File: src/sobel_edge_color_blend_core_assert.svh
// Assertion helpers
`ifndef SOBEL_EDGE_COLOR_BLEND_CORE_ASSERT_SVH
`define SOBEL_EDGE_COLOR_BLEND_CORE_ASSERT_SVH

// same-cycle implication
`define SBL_ASSERT_NOW(lbl, clk, rst, ante, cons, msg) \
  lbl: assert property (@(posedge clk) disable iff (rst) (ante) |-> (cons)) else $error(msg);

// next-cycle implication
`define SBL_ASSERT_NXT(lbl, clk, rst, ante, cons, msg) \
  lbl: assert property (@(posedge clk) disable iff (rst) (ante) |=> (cons)) else $error(msg);

`endif

File: src/sbl_ram.sv
`timescale 1ns / 1ps
module sbl_ram #(
  parameter int WIDTH = 8,
  parameter int DEPTH = 256
) (
  input  logic                     clk,
  input  logic                     we,
  input  logic [$clog2(DEPTH)-1:0] waddr,
  input  logic [WIDTH-1:0]         wdata,
  input  logic [$clog2(DEPTH)-1:0] raddr,
  output logic [WIDTH-1:0]         rdata
);

  logic [WIDTH-1:0] mem [DEPTH];

  always_ff @(posedge clk) begin
    if (we) begin
      mem[waddr] <= wdata;
    end
    rdata <= mem[raddr];
  end

endmodule

File: config.mk
export PLATFORM = sky130hd
export DESIGN_NAME = sbl_ram
export DESIGN_NICKNAME = d
export VERILOG_FILES = /design/src/sobel_edge_color_blend_core_assert.svh /design/src/sbl_ram.sv
export SDC_FILE = /design/constraint.sdc
export NUM_CORES = 2
export LEC_CHECK = 0
export BUFFER_PORTS_ARGS = -buffer_cell sky130_fd_sc_hd__buf_2
export CAP_MARGIN = 0
export CORE_MARGIN = 4
export CORE_UTILIZATION = 50
export CTS_CLUSTER_SIZE = 8
export DETAILED_ROUTE_END_ITERATION = 10
export GPL_ROUTABILITY_DRIVEN = 0
export HOLD_SLACK_MARGIN = 0.02
export PLACE_DENSITY = 0.65
export SLEW_MARGIN = 20
export SYNTH_ARGS = -nofsm -noshare
export SYNTH_HDL_FRONTEND = slang
export SYNTH_SLANG_ARGS = --single-unit
File: constraint.sdc
create_clock -name clk -period 4 [get_ports clk]
set_input_delay 0.2 -clock clk [delete_from_list [all_inputs] [get_ports clk]]
set_output_delay 0.2 -clock clk [all_outputs]
set_load 0.02 [all_outputs]
### Yosys cells after proc, flatten, opt, wreduce, memory -nomap -nowiden

Memories as Yosys holds them, arrays and structs flattened. A register that Yosys moved wholly into a read port is not among the register bits.
Cells that the tools add are included.

| storage, ports and cells | value |
|---|---|
| bits in registers | 0 |
| memory bits (writable) | 2048 |
| output and inout port bits | 8 |
| memories kept | 1 |

Memory list:

| memory | words | bits a word | read ports | clocked after Yosys merged registers in | wr ports | RTL line | source |
|---|---|---|---|---|---|---|---|
| mem | 256 | 8 | 1 | 1 | 1 | sbl_ram.sv:14 | `logic [WIDTH-1:0] mem [DEPTH];` |

| cells by class | value |
|---|---|
| mux-type cells | 2 |

Operators by type and width:

| operator | count |
|---|---|
| 1-bit two-way mux | 2 |

### Depth between registers and ports, before layout

| depth | value |
|---|---|
| depth after elaboration | 2 |
| gate-level depth with buffers | 11 |
| mapped depth without buffers | 6 |

### Worst setup path after synthesis

No wires, ideal clock.

| timing | value |
|---|---|
| path kind | in2reg |
| start | in raddr[0] |
| end | reg rdata[2] (read register of mem) |
| setup time | 131 ps |
| data arrival time | 2007 ps |
| slack | 1862 ps |
| cell stages on the path | 9 |
| path buffers | 4 |
| path through | buf_6 buf_12 buf_8 buf_2 mux4_2 a22oi_1 a21oi_1 nor4_1 nor4_2 |

RTL lines:

| element | RTL line | source |
|---|---|---|
| start, declared | sbl_ram.sv:10 | `input logic [$clog2(DEPTH)-1:0] raddr,` |
| end, declared | sbl_ram.sv:11 | `output logic [WIDTH-1:0] rdata` |

==> run metrics <==
most frequent cell after synthesis=edfxtp_1; xor and xnor area share after synthesis=0%; post-synth top area share=77.3%; # port buffers=33; Post-synth EDFFs=2048; YS warnings=0; synth-to-layout area growth=14.8%; Crit Path Max Fanout=2; clk_skew=0.0498 ns; CP Launch Type=register; Synth Flop Type=edfxtp_1; # setup viols final=0; Die X=407 um; drc violations=0; Ports=34; Starting Density=50.3%; mux contribution to synthesized area=14.6%; placed cells=5832; layout cells sized above 1=25.6%; Crit Path Class=register to register; Worst Setup End Kind=register; wire length per cell=32.0 um; Avg Cell Area, Syn=21.3 um^2; Worst-Margin Slew=1.27 ns; Post-Syn Area=0.0796 mm^2; Post-Synth Simple-Gate Area=2.63%; largest net degree at the start of global routing=134; Max-cap violations=0; fin nets=4108; final-report hold violation count=0; post-synthesis register bit count=2056; minimum clock period=3.28 ns; Worst VDD drop=0.474 mV; final instance area=0.0913 mm^2; worst stage delay on the critical path=0.99 ns; WHS=0.0333 ns; R2R setup slack=0.72 ns; post-synthesis cell type count=55; cts repair resizes=0; first-pass GRT wire length=289 mm; synth cell count leaders=2048 x edfxtp_1, 454 x mux4_2, 282 x nor2_1; Post-Synth Adder-Cell Area=0%; RSZ-0062 raised after global routing=false; Leak=28.7 nW; Worst-path clk slew=0.05 ns; Worst path slowest cell=a221oi_1; total gr overflow=0; chip height=407 um; Slew headroom=15.3%; synthesized instance count=3733; Bufs on Longest Clock Path=4; Worst Path Buf+Inv=0; die area=0.166 mm^2; critical path cell sequence=mux4_2 -> a22o_1 -> a221oi_1 -> o32ai_1 -> nor3_1 -> nor4_1; maximum clock frequency=305 MHz; combinational family with the most area after synthesis=multiplexers; Final Non-Filler Cells=6197; post-DP HPWL=122 mm; Net Count, Synth=3759; Synth area leaders=edfxtp_1 77%, mux4_2 13%, mux2i_1 1.7%, nor2_1 1.3%, a22oi_1 1.3%; Hold Path Sink=mem[153][3]; DP Area=0.0831 mm^2; leading area contributor after synthesis=edfxtp_1; layout filler cell count=11400; worst r2r dst=rdata[5]; Core Footprint=0.158 mm^2; drt total wl=199 mm; Hold WC Path Type=input port to register; H-tree depth=5; vias in the first global route=40600; initial antenna violation count=14; root buffer cell=clkbuf_16; Seq/Total Area, Yosys=77.5%; ANT nets after route=0; Crit path required time=4.71 ns; Initial DRC Count=4982; max-slew violations=0; CTS sink cnt=2056; Via Count=39700; CP delay by family, top=compound AO/OA/AOI/OAI gates; worst r2r path cells=6; min-delay src=wdata[3]; DRT Pass-1 Iters=5; hold path cells=1; worst path arrival time=3.99 ns; TNS Setup=0 ns; GRT Total Usage=24.4%; run status=completed; clock latency on the worst-skew pair=0.87 ns; PwrDens=529 mW/mm^2; Synth Area in Compound Gates=3.42%; worst reg2reg path startpoint=mem[83][5]; ys async rst share=0%; CTS tree=built; crit share post-route=82.1%; CTS buffer count=307; vias per cell=6.41; row count=146
[power breakdown]
part / total [mW] / switching, mW / internal, mW
clock network: 22.2 / 8.38 / 13.8
registers: 23.9 / 0.0432 / 23.8
logic: 2.22 / 1.43 / 0.788
total: 48.3 / 9.85 / 38.4
[metrics by stage]
step / utilization [%] / worst slack (ns) / power, mW
final: 57.7 / 0.716 / 48.3
after global routing: 57.7 / 0.818 / 49.6
after CTS: 57.7 / 0.975 / 48.6
after detailed placement: 52.5 / 0.201 / 26.5
after global placement: 52.5 / 0.212 / 26.4
after floorplan: - / 1.86 / 25.4
[state kept, by name (all words and copies together) (netlist names)]
| register | count |
|---|---|
| rdata | 8 |
| mem | 2048 |
[metal layers]
metal	up-vias	track usage (%)	part of all wire, %
met5	-	0	0.034
met4	10	7.04	2.8
met3	386	6.09	10
met2	2105	37.4	47
met1	20900	35.1	40
li1	16300	-	-
[cell families (layout without fill, tap and decap cells)]
group,count (synthesis),after routing
buffers and inverters,235,621
AND/OR/NAND/NOR,466,466
flip-flops,2056,2056
AO/OA/AOI/OAI,385,385
other,0,6
multiplexers,591,591
[layout by cell type (no fill, tap or decap), types with 34 or more instances in the layout]
cell / instances
nor2_1: 279
a22oi_1: 133
clkbuf_16: 314
buf_4: 197
a21oi_1: 96
nand3_1: 34
mux2i_1: 134
mux4_2: 454
edfxtp_1: 2048
o221ai_1: 46
[worst max path at each step]
stage,depth (start not counted),startpoint,slack (ns),to
finish,6,mem[83][5],0.72,rdata[5]
global placement,9,raddr[0],0.21,rdata[2]
floorplan,9,raddr[0],1.86,rdata[2]
CTS,6,mem[83][5],0.98,rdata[5]
global route,6,mem[83][5],0.82,rdata[5]
detailed placement,9,raddr[0],0.20,rdata[5]
[area by class of cell]
type	instances	area, um^2	share of cell area, %
multi-input cells	1442	16500	18.1
inverters	2	7.51	0.00822
clock inverters	8	93.8	0.103
well taps	2072	2590	2.84
repair buffers	273	2500	2.74
diodes	6	15.0	0.0164
flip-flops and latches	2056	61700	67.5
clock buffers	338	7950	8.70
[what timing repair did]
| item | CTS | global route |
|---|---|---|
| buffers inserted | 0 | 0 |
| hold buffers | 13 | 0 |
| endpoints found under the hold margin | 879 | 0 |
Power figures use the tool's default switching activity.
