## config.mk

```make
export PLATFORM = sky130hd
export DESIGN_NAME = sbl_sqrt
export DESIGN_NICKNAME = d
export VERILOG_FILES = /design/src/sobel_edge_color_blend_core_assert.svh /design/src/sbl_pkg.sv /design/src/sbl_sqrt.sv
export SDC_FILE = /design/constraint.sdc
export NUM_CORES = 1
export LEC_CHECK = 0
export ABC_AREA = 1
export BUFFER_PORTS_ARGS = -buffer_cell sky130_fd_sc_hd__buf_2
export CORE_UTILIZATION = 50
export DETAILED_ROUTE_END_ITERATION = 6
export GPL_TIMING_DRIVEN = 0
export PLACE_DENSITY_LB_ADDON = 0.08
export SLEW_MARGIN = 30
export SYNTH_ARGS = -nofsm -noshare
export SYNTH_HDL_FRONTEND = slang
export SYNTH_SLANG_ARGS = --single-unit
```

## constraint.sdc

```tcl
create_clock -name clk -period 7.92 [get_ports clk]
set_input_delay 0.792 -clock clk [delete_from_list [all_inputs] [get_ports clk]]
set_output_delay 0.792 -clock clk [all_outputs]
set_load 0.02 [all_outputs]
```

## src/sobel_edge_color_blend_core_assert.svh

```systemverilog
// Assertion helpers
`ifndef SOBEL_EDGE_COLOR_BLEND_CORE_ASSERT_SVH
`define SOBEL_EDGE_COLOR_BLEND_CORE_ASSERT_SVH

// same-cycle implication
`define SBL_ASSERT_NOW(lbl, clk, rst, ante, cons, msg) \
  lbl: assert property (@(posedge clk) disable iff (rst) (ante) |-> (cons)) else $error(msg);

// next-cycle implication
`define SBL_ASSERT_NXT(lbl, clk, rst, ante, cons, msg) \
  lbl: assert property (@(posedge clk) disable iff (rst) (ante) |=> (cons)) else $error(msg);

`endif

```

## src/sbl_pkg.sv

```systemverilog
`timescale 1ns / 1ps
package sbl_pkg;

  localparam int MAX_WIDTH_DEF = 2048;

  localparam int CFG_IDX_W  = 3;
  localparam int CFG_DATA_W = 13;

  typedef logic [CFG_IDX_W-1:0] cfg_idx_t;

  localparam cfg_idx_t REG_IMAGE_WIDTH  = 3'd0;
  localparam cfg_idx_t REG_IMAGE_HEIGHT = 3'd1;
  localparam cfg_idx_t REG_EDGE_RED     = 3'd2;
  localparam cfg_idx_t REG_EDGE_GREEN   = 3'd3;
  localparam cfg_idx_t REG_EDGE_BLUE    = 3'd4;

  localparam logic [11:0] IMAGE_WIDTH_RST  = 12'd640;
  localparam logic [12:0] IMAGE_HEIGHT_RST = 13'd480;

  localparam logic [15:0] LUMA_R = 16'd77;
  localparam logic [15:0] LUMA_G = 16'd151;
  localparam logic [15:0] LUMA_B = 16'd28;

  // square root unit
  localparam int SQ_IN_W  = 21;
  localparam int SQ_OUT_W = 11;
  localparam int SQ_STEPS = 11;

  // blend
  localparam int          MIX_W       = 18;
  localparam logic [9:0]  BLEND_MAX   = 10'd1000;
  localparam int          RECIP_W     = 19;
  localparam logic [18:0] RECIP       = 19'd268436;
  localparam int          RECIP_SHIFT = 28;

  typedef struct packed {
    logic                done;
    logic [SQ_OUT_W-1:0] root;
  } sbl_sq_stat_t;

  typedef enum logic [2:0] {
    ST_IDLE,
    ST_READ,
    ST_SQUARE,
    ST_START,
    ST_ROOT,
    ST_MIX,
    ST_LOAD
  } sbl_state_t;

endpackage

```

## src/sbl_sqrt.sv

```systemverilog
`timescale 1ns / 1ps
module sbl_sqrt import sbl_pkg::*; (
  input  logic               clk,
  input  logic               rst,
  input  logic               start,
  input  logic [SQ_IN_W-1:0] radicand,
  output sbl_sq_stat_t       stat
);

  logic [SQ_IN_W-1:0] rem;
  logic [SQ_IN_W-1:0] rt;
  logic [SQ_IN_W-1:0] bitv;
  logic [3:0]         cnt;
  logic               busy;
  logic               done;
  logic [SQ_IN_W:0]   trial;

  assign trial = {1'b0, rt} + {1'b0, bitv};

  always_ff @(posedge clk) begin
    if (rst) begin
      busy <= 1'b0;
      done <= 1'b0;
      cnt  <= '0;
    end else begin
      done <= 1'b0;
      if (start) begin
        busy <= 1'b1;
        cnt  <= 4'(SQ_STEPS);
      end else if (busy) begin
        cnt <= cnt - 4'd1;
        if (cnt == 4'd1) begin
          busy <= 1'b0;
          done <= 1'b1;
        end
      end
    end
  end

  always_ff @(posedge clk) begin
    if (start) begin
      rem  <= radicand;
      rt   <= '0;
      bitv <= SQ_IN_W'(1) << (2 * (SQ_STEPS - 1));
    end else if (busy) begin
      if ({1'b0, rem} >= trial) begin
        rem <= rem - trial[SQ_IN_W-1:0];
        rt  <= (rt >> 1) + bitv;
      end else begin
        rt <= rt >> 1;
      end
      bitv <= bitv >> 2;
    end
  end

  assign stat.done = done;
  assign stat.root = rt[SQ_OUT_W-1:0];

endmodule

```

== After elaboration in Yosys (flattened, before gate mapping) ==
Index checks and enable logic that the tools add are counted.

* Flip-flop bits (word level): 59
* Logic and storage cells: 29
* Output and inout bits: 12
* Input port bits: 24

* Muxes and demuxes: 10
* Reductions and logical operators: 5
* $add $sub $neg: 4
* Bitwise operators: 1
* Magnitude comparators: 1
* Equality and inequality tests: 1

{| class="wikitable"
|+ Operator list
! cell !! number
|-
| $mux W21 || 4
|-
| $add A21 B21 Y22 || 1
|-
| $ge A21 B22 Y1 || 1
|-
| $add A20 B21 Y21 || 1
|-
| $sub A21 B21 Y21 || 1
|-
| $mux W4 || 2
|-
| $eq A4 B1 Y1 const B || 1
|-
| $mux W1 || 4
|-
| $reduce_bool A2 Y1 || 2
|-
| $sub A4 B1 Y4 const B || 1
|-
| $reduce_or A3 Y1 || 1
|-
| $reduce_and A2 Y1 || 1
|-
| $reduce_or A2 Y1 || 1
|-
| $not A1 Y1 || 1
|}

== Longest topological paths before layout ==
* Word-level depth: 5
* Gate-level depth with buffers: 24
* Gate-level depth less buffers: 24

== Worst setup path after synthesis ==
Ideal clock, no wire load.

* Kind: register to register
* Start point: register rt[6]
* End point: register rem[0] (enable)
* Library setup time: 0.412 ns
* Clock period less this slack: 4.327 ns
* Required time: 7.508 ns
* Data arrival time: 3.915 ns
* Stages on the path, launching flop included: 21
* Slack: 3.593 ns
* Buffers on the path: 1
* Path through: dfxtp_1 > ha_1 > nand2_1 > nor2_1 > nand2_1 > nand2_1 > nand2_1 > a21oi_1 > nand2_1 > nand2_1 > xnor2_1 > ha_1 > nand2_1 > nor2_2 > nand2_1 > nor2_1 > nand3_1 > nand3b_2 > nand2_4 > buf_4 > a31oi_1

* Longest elaborated chain between the ends: 4

{| class="wikitable"
|+ Ends and longest elaborated chain
! item !! line !! source
|-
| start, declared || sbl_sqrt.sv:11 || <nowiki>logic [SQ_IN_W-1:0] rt;</nowiki>
|-
| start signal, assigned || sbl_sqrt.sv:48 || <nowiki>rt <= (rt >> 1) + bitv;</nowiki>
|-
| start signal, assigned || sbl_sqrt.sv:50 || <nowiki>rt <= rt >> 1;</nowiki>
|-
| $add A21 B21 Y22 || sbl_sqrt.sv:18 || <nowiki>assign trial = {1'b0, rt} + {1'b0, bitv};</nowiki>
|-
| $ge A21 B22 Y1 || sbl_sqrt.sv:46 || <nowiki>if ({1'b0, rem} >= trial) begin</nowiki>
|-
| $reduce_bool A2 Y1 (no line) || n/a ||
|-
| $reduce_and A2 Y1 (no line) || n/a ||
|-
| end signal, assigned || sbl_sqrt.sv:42 || <nowiki>rem <= radicand;</nowiki>
|-
| end signal, assigned || sbl_sqrt.sv:47 || <nowiki>rem <= rem - trial[SQ_IN_W-1:0];</nowiki>
|-
| end, declared || sbl_sqrt.sv:10 || <nowiki>logic [SQ_IN_W-1:0] rem;</nowiki>
|}

Every way passes these cells.
A chain may end at the register's enable or synchronous reset.

== Final worst setup path ==
* Start point: register rt[6]
* End point: register rem[10] (enable)

The elaborated chain is that of the path after synthesis.

==> summary.txt <==
CTS
  • Sink Count: 59
  • CTS tree: done
  • Post_cts resized: 0
  • Hold buffers post-CTS: 0
  • CTS max path bufs: 2
  • Setup bufs post-CTS: 0
  • Worst-Skew Late Latency: between 300 and 400 ps
  • Htree depth: 3
  • Root Buffer: clkbuf_16
  • TritonCTS Buffers: 9
  • Reg clk slew, reported paths: around 60 ps

Detailed routing
  • Met1 WL: slightly above 8 mm
  • Via density per instance: 5.49
  • WL final: roughly 17 mm
  • DRT iter0 DRCs: 655
  • Routed wire per std cell: ~16 um
  • Pre-antenna DRT Iters: 5
  • Met2 wire length: ~7.2 mm
  • Drt drc: 0
  • Top layer in use: met4
  • Routed vias: 5884
  • DR WL met3: 1.45 mm
  • Antenna Nets Post-Route: 0

Critical path
  • Worst reg2reg path depth: 21
  • Max FO, Critical Path: 13
  • Endpoint type of the worst setup path: flip-flop
  • Worst EP required: approximately 8000 ps
  • Delay of the slowest critical-path stage: approximately 400 ps
  • CP dominant cell by count: nand2_1
  • WP data arrival: between 4000 and 5000 ps
  • Critical path type: reg2reg
  • Startpoint Class: flip-flop
  • Critical-path cell list: ha_1 > nand2_1 > nor2_1 > nand2_1 > nand2_1 > nand2_1 > a21oi_1 > nand2_1 > nand2_1 > xnor2_1 > ha_1 > nand2_1 > nor2_1 > inv_1 > nor2_2 > nand3_2 > nand3_2 > nand2_4 > buf_4 > a31oi_4 > buf_8
  • Slowest cell on crit path: dfxtp_1

STA
  • Hold_ws: between 400 and 500 ps
  • Final setup fails: 0
  • Worst-Margin Slew: ~740 ps
  • Relative max-transition margin: 0.508
  • Final TNS setup: 0 ps
  • Final hold vios: 0
  • RSZ-0062 raised after global routing: false
  • Max frequency: around 0.23 GHz
  • Final Cycle Share: 0.560
  • Worst Clk Skew: just over 10 ps
  • Min cycle time layout: roughly 4400 ps
  • Max-slew violations: 0

Place
  • Placed inst area: 0.00604 mm2
  • Hpwl dp: 13.7 mm
  • Placer congestion estimate: slightly above 0.9
  • # port buffers: 34

Final layout
  • Fraction of layout cells with a size suffix above 1: 0.106
  • Footprint of the multi-input gates: between 0.003 and 0.004 mm2
  • Fin area: between 0.006 and 0.007 mm2
  • Nets: between 900 and 1000
  • P&R area growth vs syn: 12.7%
  • Reg area: approximately 0.0014 mm2
  • # diodes: 0
  • Fillers: 1111

GRT
  • Initial antenna violation count: 0
  • Gr ovfl total: 0
  • Vias in the first global route: between 5000 and 6000
  • Largest net degree at the start of global routing: 14
  • First-pass GRT wire length: between 20 and 30 mm
  • Overall Global Routing Usage: 0.308

Power and ir drop
  • VDD IR max: 258 uV
  • Total power: around 2.2 mW
  • PD cells: ~340 mW/mm2
  • Internal: approximately 1.2 mW
  • Comb power frac: 0.576
  • Clk pwr share: 0.202
  • Static leakage: roughly 3.0 nW
  • Seq pwr share: 0.222
  • Switching power: roughly 1.0 mW
  • Switching Share: 0.463

Logic synthesis
  • Synthesized area: around 0.0057 mm2
  • Sequential area share after synthesis: 0.246
  • Mapped Nets: roughly 950
  • Post-synth top area share: 0.172
  • Main area contributors after synthesis: nand2_1, dfxtp_1, edfxtp_1, ha_1, inv_1
  • Leading area contributor after synthesis: nand2_1
  • Asr flop ratio synth: 0
  • Post-synthesis cell type count: 40
  • Post-synth top flop: dfxtp_1
  • Post-synthesis area per instance: around 6.4 um2
  • Syn Inst Count: between 800 and 900
  • Post-synth EDFFs: 21
  • Synth Register Bits: roughly 60
  • Synthesis warning total: 0

Die
  • Die area: roughly 0.012 mm2
  • Die height: around 110 um
  • Num ports: 36
  • Site Rows: 38
  • Initial core utilization: 0.518
  • Die W: about 110 um
  • Core Footprint: about 0.011 mm2

Job
  • Max-cap check violation count: 0

Hold path
  • Hold Path Depth: 2
  • Worst hold path class: reg2reg

Run status
  • Status: finished, final reports clean
-- worst max-delay path, delay by kind of cell (launching register included) --
family                     cells  cell delay, ps
xor gates and xnor gates       1             100
buffers and inverters          3             540
AOI/OAI and AO/OA              2             610
adders and majority gates      2             780
and+or+nand+nor               13            1700
DFF                            1             400
-- area by class of cell --
type                    count  area share
flip-flops and latches     59       0.218
clock inverters             1    0.000784
multi-input cells         667       0.567
clock buffers              14      0.0531
plain buffers              33      0.0333
repair buffers             35      0.0290
well taps                 140      0.0274
inverters                 122      0.0717
-- kinds of logic after synthesis --
| logic type | share of synthesized area |
|---|---|
| fa+ha+maj | 0.105 |
| buf+inv | 0.118 |
| compound gates | 0.124 |
| simple gates | 0.353 |
| xor+xnor | 0.0541 |
| flops | 0.246 |
-- power by group through the flow --
stage | clock, mW | combinational, mW | sequential (mW)
final | 0.439 | 1.25 | 0.484
after global placement | 0 | 1.19 | 0.490
after CTS | 0.445 | 1.24 | 0.484
after detailed placement | 0 | 1.22 | 0.490
after global routing | 0.457 | 1.39 | 0.492
after floorplan | 0 | 0.936 | 0.465
-- per-stage QoR --
step / setup slack (ps) / util / cells
after floorplan: 3590 / - / 881
final: 3490 / 0.584 / 1071
after global placement: 2240 / 0.550 / 1055
after detailed placement: 3660 / 0.552 / 1056
after global routing: 3210 / 0.584 / 1071
after CTS: 3540 / 0.584 / 1071
-- cells in the final DEF (no fill, tap or decap), drive strengths merged, types with 2 or more instances in the layout --
cell type / n
nand2: 266
inv: 120
nand3: 87
nor2: 64
buf: 58
a21oi: 56
ha: 46
o21ai: 46
dfxtp: 38
clkbuf: 24
edfxtp: 21
xor2: 18
nand4: 18
xnor2: 17
o22ai: 10
nand3b: 8
nor3: 7
a31oi: 7
or2: 5
o21bai: 4
clkinv: 3
o21a: 2
a21o: 2
-- final timing paths --
path / startpoint / to / slack, ps
setup / recovery: rt[6] / rem[10] / 3490
hold reg to reg: cnt[3] / cnt[3] / 460
hold / removal: cnt[3] / cnt[3] / 460
setup reg to reg: rt[6] / rem[10] / 3490
-- cells in the mapped netlist (all sizes together) (7+ instances only) --
| cell type | instances |
|---|---|
| edfxtp | 21 |
| xnor2 | 17 |
| dfxtp | 38 |
| nand3 | 87 |
| a31oi | 7 |
| xor2 | 18 |
| nand3b | 8 |
| inv | 120 |
| ha | 46 |
| o21ai | 46 |
| a21oi | 56 |
| clkbuf | 10 |
| buf | 23 |
| nand2 | 266 |
| o22ai | 10 |
| nor2 | 64 |
| nor3 | 7 |
| nand4 | 18 |
-- sequential cells by signal, summed over array words and instances (netlist names) --
name	count
bitv	11
busy	1
rem	21
rt	21
done	1
cnt	4
-- routing by layer --
metal / vias up / global-route usage
li1: 2958 / -
met1: 2676 / 0.450
met5: - / 0
met2: 226 / 0.445
met3: 24 / 0.0609
met4: 0 / 0.106
No activity file was read; power rests on OpenSTA's default activity.
